==> config.mk <==
export PLATFORM = sky130hd
export DESIGN_NAME = cgm_cfg_regs
export DESIGN_NICKNAME = d
export VERILOG_FILES = /design/src/rtl/coverage_grid_marker_assert.svh /design/src/rtl/cgm_pkg.sv /design/src/rtl/cgm_cfg_regs.sv
export SDC_FILE = /design/constraint.sdc
export NUM_CORES = 1
export LEC_CHECK = 0
export CAP_MARGIN = 30
export CELL_PAD_IN_SITES_DETAIL_PLACEMENT = 1
export CELL_PAD_IN_SITES_GLOBAL_PLACEMENT = 1
export CORE_ASPECT_RATIO = 0.75
export CORE_MARGIN = 1
export CORE_UTILIZATION = 45
export DETAILED_ROUTE_END_ITERATION = 8
export DONT_BUFFER_PORTS = 1
export GPL_TIMING_DRIVEN = 0
export PLACE_DENSITY_LB_ADDON = 0.1
export RECOVER_POWER = 100
export SLEW_MARGIN = 20
export SYNTH_ARGS = -nofsm -noshare
export SYNTH_HDL_FRONTEND = slang
export SYNTH_SLANG_ARGS = --single-unit
==> constraint.sdc <==
create_clock -name clk -period 1.3 [get_ports clk]
set_clock_uncertainty 0.15 [all_clocks]
set_input_delay 0.065 -clock clk [delete_from_list [all_inputs] [get_ports clk]]
set_output_delay 0.065 -clock clk [all_outputs]
set_load 0.03 [all_outputs]
==> src/rtl/coverage_grid_marker_assert.svh <==
// Assertion macros shared by the coverage grid marker RTL.
// Expects clk and arst_n in the scope of the including module.
`ifndef COVERAGE_GRID_MARKER_ASSERT_SVH
`define COVERAGE_GRID_MARKER_ASSERT_SVH

// The consequent must hold in the same cycle as the antecedent.
`define CGM_ASSERT_NOW(label, ante, cons, msg) \
	label: assert property (@(posedge clk) disable iff (!arst_n) (ante) |-> (cons)) \
		else $error(msg);

// The consequent must hold in the cycle after the antecedent.
`define CGM_ASSERT_NEXT(label, ante, cons, msg) \
	label: assert property (@(posedge clk) disable iff (!arst_n) (ante) |=> (cons)) \
		else $error(msg);

`endif

==> src/rtl/cgm_pkg.sv <==
// Shared types, constants and helper functions of the coverage grid marker.
// Used by every module of the block but cgm_map_ram; depends on nothing else.
package cgm_pkg;

	// Doubled coordinates (half Q8.8 steps) of cell centres and poses.
	localparam int CW    = 27;
	// One squared difference, the mark distance and the find cost.
	localparam int SQ_W  = 50;
	localparam int DM_W  = 51;
	localparam int DF_W  = 53;
	// Squared doubled footprint radius.
	localparam int LIM_W = 32;

	localparam int ADDR_W = 5;
	localparam int DATA_W = 32;

	localparam int CNT_OUT_W = 13;
	localparam logic [CNT_OUT_W-1:0] CNT_SAT = 13'h1fff;

	localparam logic [1:0] OP_MARK  = 2'd0;
	localparam logic [1:0] OP_FIND  = 2'd1;
	localparam logic [1:0] OP_CLEAR = 2'd2;

	localparam logic [2:0] REG_CELL_SIZE  = 3'd0;
	localparam logic [2:0] REG_FOOTPRINT  = 3'd1;
	localparam logic [2:0] REG_FLD_X_LO   = 3'd2;
	localparam logic [2:0] REG_FLD_X_HI   = 3'd3;
	localparam logic [2:0] REG_ZONE_Y_MIN = 3'd4;
	localparam logic [2:0] REG_ZONE_Y_MAX = 3'd5;
	localparam logic [2:0] REG_INTERVAL   = 3'd6;
	localparam logic [2:0] REG_SUFFICIENT = 3'd7;

	localparam logic signed [CW-1:0] SAT_HI = CW'(32767);
	localparam logic signed [CW-1:0] SAT_LO = CW'(-32768);

	typedef struct packed {
		logic [14:0]        cell_size;
		logic [14:0]        footprint_radius;
		logic signed [15:0] fld_x_lo;
		logic signed [15:0] fld_x_hi;
		logic signed [15:0] zone_y_min;
		logic signed [15:0] zone_y_max;
		logic [15:0]        mark_interval_ms;
		logic [12:0]        sufficient_count;
	} cfg_t;

	typedef struct packed {
		logic                 valid;
		logic                 busy;
		logic                 scanned;
		logic signed [CW-1:0] x2;
		logic signed [CW-1:0] y2;
		logic [DM_W-1:0]      dist_mark;
		logic [DF_W-1:0]      dist_find;
	} pipe_out_t;

	// Halve a doubled coordinate rounding toward minus infinity, then
	// saturate it to a 16-bit Q8.8 value.
	function automatic logic [15:0] half_sat16(input logic signed [CW-1:0] v);
		logic signed [CW-1:0] h;
		h = v >>> 1;
		if (h > SAT_HI) begin
			return 16'h7fff;
		end else if (h < SAT_LO) begin
			return 16'h8000;
		end else begin
			return h[15:0];
		end
	endfunction

endpackage

==> src/rtl/cgm_cfg_regs.sv <==
// Configuration register file of the coverage grid marker on an APB-style port.
// Depends on cgm_pkg for the register indexes and the configuration struct.
module cgm_cfg_regs (
	input  logic                        clk,
	input  logic                        arst_n,
	input  logic                        psel,
	input  logic                        penable,
	input  logic                        pwrite,
	input  logic [cgm_pkg::ADDR_W-1:0]  paddr,
	input  logic [cgm_pkg::DATA_W-1:0]  pwdata,
	output logic [cgm_pkg::DATA_W-1:0]  prdata,
	output logic                        pready,
	output cgm_pkg::cfg_t               cfg
);
	import cgm_pkg::*;

	cfg_t       cfg_q;
	logic [2:0] index;
	logic       wr_en;

	assign index  = paddr[ADDR_W-1:2];
	assign wr_en  = psel && penable && pwrite;
	assign pready = 1'b1;
	assign cfg    = cfg_q;

	always_ff @(posedge clk or negedge arst_n) begin
		if (!arst_n) begin
			cfg_q.cell_size        <= 15'd256;
			cfg_q.footprint_radius <= 15'd512;
			cfg_q.fld_x_lo         <= 16'sd0;
			cfg_q.fld_x_hi         <= 16'sd32767;
			cfg_q.zone_y_min       <= 16'sd0;
			cfg_q.zone_y_max       <= 16'sd32767;
			cfg_q.mark_interval_ms <= 16'd100;
			cfg_q.sufficient_count <= 13'd3686;
		end else if (wr_en) begin
			unique case (index)
				REG_CELL_SIZE:  cfg_q.cell_size        <= pwdata[14:0];
				REG_FOOTPRINT:  cfg_q.footprint_radius <= pwdata[14:0];
				REG_FLD_X_LO:   cfg_q.fld_x_lo         <= pwdata[15:0];
				REG_FLD_X_HI:   cfg_q.fld_x_hi         <= pwdata[15:0];
				REG_ZONE_Y_MIN: cfg_q.zone_y_min       <= pwdata[15:0];
				REG_ZONE_Y_MAX: cfg_q.zone_y_max       <= pwdata[15:0];
				REG_INTERVAL:   cfg_q.mark_interval_ms <= pwdata[15:0];
				REG_SUFFICIENT: cfg_q.sufficient_count <= pwdata[12:0];
				default: begin
				end
			endcase
		end
	end

	always_comb begin
		prdata = '0;
		unique case (index)
			REG_CELL_SIZE:  prdata = {17'b0, cfg_q.cell_size};
			REG_FOOTPRINT:  prdata = {17'b0, cfg_q.footprint_radius};
			REG_FLD_X_LO:   prdata = {16'b0, cfg_q.fld_x_lo};
			REG_FLD_X_HI:   prdata = {16'b0, cfg_q.fld_x_hi};
			REG_ZONE_Y_MIN: prdata = {16'b0, cfg_q.zone_y_min};
			REG_ZONE_Y_MAX: prdata = {16'b0, cfg_q.zone_y_max};
			REG_INTERVAL:   prdata = {16'b0, cfg_q.mark_interval_ms};
			REG_SUFFICIENT: prdata = {19'b0, cfg_q.sufficient_count};
			default:        prdata = '0;
		endcase
	end

endmodule

==> Word-level counts from Yosys, hierarchy flattened <==
Cells that the tools add are included.
{ "totals": {"regBits": 123, "inputBits": 42, "elab_cells": 27, "out_inout_bits": 156} }
{ "op_classes": {"n_eq_ne": 7, "n_reduce_logical": 11, "mux": 1} }
{ "op_table": {"columns": ["operator", "n"], "rows": [
  ["$pmux W32 S8", 1],
  ["$reduce_and A2 Y1", 8],
  ["$eq A3 B3 Y1 const B", 4],
  ["$eq A3 B2 Y1 const B", 2],
  ["$eq A3 B1 Y1 const B", 1],
  ["$logic_not A3 Y1", 1],
  ["$logic_and A1 B1 Y1", 2]
]} }

==> Longest topological paths before layout <==
{ "depth": {"ltp_word": 3, "mapped_depth": 6, "mapped_depth_nobuf": 4} }

==> Worst setup path after synthesis <==
Ideal clock, no wire load.
{ "synth_path": {"path_kind": "flip-flop to output port", "start": "register cfg_q, in the netlist cfg[74]", "end": "output prdata[13] (netlist bit)", "t_arrival_ns": 1.388, "path_buffers": 0, "stages_incl_launch_ff": 4, "setup_slack_ns": -0.303, "required_time_ns": 1.085, "cell_sequence": "dfstp_2 -> mux4_2 -> nor2_1 -> a21oi_1"} }
{ "synth_between": {"elab_chain_cells": 1} }
{ "synth_rtl": {"columns": ["element", "line_no", "text"], "rows": [
  ["start, declared", "cgm_cfg_regs.sv:17", "cfg_t cfg_q;"],
  ["$pmux W32 S8", "cgm_cfg_regs.sv:54", "unique case (index)"],
  ["end, declared", "cgm_cfg_regs.sv:11", "output logic [cgm_pkg::DATA_W-1:0] prdata,"]
]} }
Every way passes these cells. The select of a mux whose other input is x is not followed.

==> Worst setup path in the final report <==
{ "layout_path": {"start": "register cfg_q, in the netlist cfg[106]", "end": "output prdata[13] (netlist bit)"} }
The elaborated chain is that of the path after synthesis.

==> flow_metrics.env <==
export IMPL_worstRegToRegCells=1
export IMPL_htree_levels=4
export IMPL_final_hold_viol_count=144
export IMPL_wl_per_cell_um=27.0
export IMPL_synth_seq_cells=123
export IMPL_root_buffer="clkbuf_16"
export IMPL_largest_register_ffs=123
export IMPL_drtPass1Iterations=4
export IMPL_use_met3=0.0985
export IMPL_top_usage_layer="met2"
export IMPL_violations="hold timing, setup timing"
export IMPL_ir_drop_v=0.00104
export IMPL_worst_hold_path_type="primary input to async pin"
export IMPL_rows=35
export IMPL_track_usage=0.274
export IMPL_endpoint_kind="output pin"
export IMPL_final_util=0.586
export IMPL_post_route_period_util=1.47
export IMPL_synth_top_area_share=0.347
export IMPL_hold_buffers=16
export IMPL_cts_buffers=17
export IMPL_gr_usage_met2=0.436
export IMPL_antenna_found_initial=0
export IMPL_grt_pass1_vias=4036
export IMPL_pin_count=198
export IMPL_p_per_area_nw_per_um2=1920
export IMPL_cts_tree="done"
export IMPL_p_leak_nw=3.17
export IMPL_nets=517
export IMPL_dieArea_um2=13400
export IMPL_setup_violations=20
export IMPL_drv_slew=0
export IMPL_cp_required_ns=1.09
export IMPL_die_width_um=134
export IMPL_dp_hpwl_mm=11.7
export IMPL_yosysTopAreaCell="dfrtp_1"
export IMPL_yosysWarnings=0
export IMPL_initial_utilization=0.468
export IMPL_clk_pin_slew_ns=0.05
export IMPL_async_flop_share=1.00
export IMPL_max_freq_ghz=0.522
export IMPL_grt_max_degree=124
export IMPL_clk_latency_ns=0.41
export IMPL_ys_top_cells_by_area="dfrtp_1, mux2_2, dfstp_2"
export IMPL_synth_most_common_cell="mux2_2"
export IMPL_vias=3777
export IMPL_netlist_instances=422
export IMPL_critPathKind="flip-flop to output pin"
export IMPL_grt_overflow=0
export IMPL_synth_edf_count=0
export IMPL_cts_sinks=123
export IMPL_crit_chain="mux4_2 -> nor2_1 -> a21oi_4"
export IMPL_io_buffers=0
export IMPL_grt_pass1_wl_mm=26.3
export IMPL_antenna_cells=0
export IMPL_drc=0
export IMPL_place_gp_congestion=0.793
export IMPL_die_height_um=101
export IMPL_routed_via_density=5.78
export IMPL_status="complete, but fails checks"
export IMPL_start_kind="flip-flop"
export IMPL_synth_area_um2=5840
export IMPL_drt_wl_total_mm=17.6
export IMPL_clk_path_buf_depth=2
export IMPL_rsz0062_at_grt="yes"
export IMPL_dpl_worst_slack_ns=-0.784
export IMPL_dp_cells=603
export IMPL_fin_crit_ns=1.92
export IMPL_cp_arrival_ns=1.70
export IMPL_synth_cell_types=31
export IMPL_hold_ws_ns=-0.800
export IMPL_critPathSlowestCell="dfrtp_1"
export IMPL_synth_avg_cell_area_um2=13.8
export IMPL_synth_top_cells_by_count="mux2_2, dfrtp_1, dfstp_2, mux2i_1, buf_4"
export IMPL_slowest_delay_ns=0.51
export IMPL_synth_top_flop_cell="dfrtp_1"
export IMPL_detail_route_antenna_nets=0
export IMPL_ys_seq_area_frac=0.536
export IMPL_path_max_fanout=3
export IMPL_grt_use_met1=0.355
export IMPL_setup_tns_ns=-8.89
export IMPL_max_cap_viol_count=0
export IMPL_placeableCoreArea_um2=12500
export IMPL_drive_above_1_share=0.639
export IMPL_drtIter0Drc=180
export IMPL_syn2layout_area_growth_pct=25.2
export IMPL_final_cells=654
export IMPL_worst_slack_ns=-0.615
-- worst max-delay path, delay by kind of cell, from the launching register on --
family	cells	cell delay, ns
flops	1	0.51
mux	1	0.50
compound gates	1	0.10
simple gates	1	0.19
-- cell families (layout without fill, tap and decap cells) --
logic type / count (synthesis) / after routing / share of synthesized area
simple gates: 38 / 38 / 0.0360
flops: 123 / 123 / 0.536
compound gates: 48 / 48 / 0.0611
buf+inv: 46 / 97 / 0.0482
mux: 165 / 165 / 0.317
other cells: 2 / 17 / 0.00129
-- cell usage in the layout, fill, tap and decap left out, drive strengths merged, types with 2 or more instances in the layout --
cell / netlist / final
a211oi: 13 / 13
a21oi: 3 / 3
buf: 36 / 39
bufinv: 0 / 3
clkbuf: 8 / 33
clkinv: 0 / 3
conb: 2 / 17
dfrtp: 81 / 81
dfstp: 42 / 42
dlygate4sd3: 0 / 16
inv: 2 / 2
mux2: 122 / 122
mux2i: 42 / 42
nand2: 5 / 5
nand2b: 5 / 5
nor2: 21 / 21
o22a: 13 / 13
o22ai: 13 / 13
or3: 3 / 3
-- cell type report --
cell class                 instances  area [um^2]
inverter                           2         7.51
sequential                       123         3170
timing repair buffer              19          183
clock inverter                     7          113
multi-input combinational        268         2800
buffer                            44          357
fill                            1187         5170
clock buffer                      25          485
tap                              166          208
-- metal layers --
layer	vias up	wire (um)
met5	-	0
met2	136	8400
li1	1627	-
met3	13	1340
met4	0	181
met1	2001	7730
-- per-stage QoR --
step	instance area, um^2	hold WS (ns)	power, W
final	7310	-0.800	0.0140
after global routing	7310	-0.818	0.0145
after CTS	7250	-0.816	0.0141
after detailed placement	6380	-0.379	0.00906
after global placement	6380	-0.377	0.00894
after floorplan	6170	-0.381	0.00851
-- path summary, 6_finish.rpt --
kind / to / slack, ns / from
hold reg to reg: cfg[43]$_DFFE_PN1P_ / 0.46 / cfg[43]$_DFFE_PN1P_
max in group asynchronous: cfg[68]$_DFFE_PN1P_ / 1.53 / arst_n
setup / recovery: prdata[13] / -0.62 / cfg[106]$_DFFE_PN0P_
setup reg to reg: cfg[62]$_DFFE_PN1P_ / 0.13 / cfg[62]$_DFFE_PN1P_
hold / removal: cfg[53]$_DFFE_PN0P_ / -0.80 / arst_n
min in group clk: cfg[112]$_DFFE_PN0P_ / -0.08 / paddr[4]
-- power breakdown --
group	internal (W)	leakage (nW)	switching (W)
Clock	0.00316	0.291	0.00168
Combinational	0.00108	1.45	0.000944
Sequential	0.00482	1.44	0.00235
Total	0.00906	3.17	0.00497
-- timing repair --
item	4_1_cts	5_1_grt
resized for setup	31	14
setup endpoints to repair	52	41
buffers inserted	1	2
pin swaps	14	13
hold endpoints to repair	246	142
Note: power is estimated with default switching activity, not from simulation.
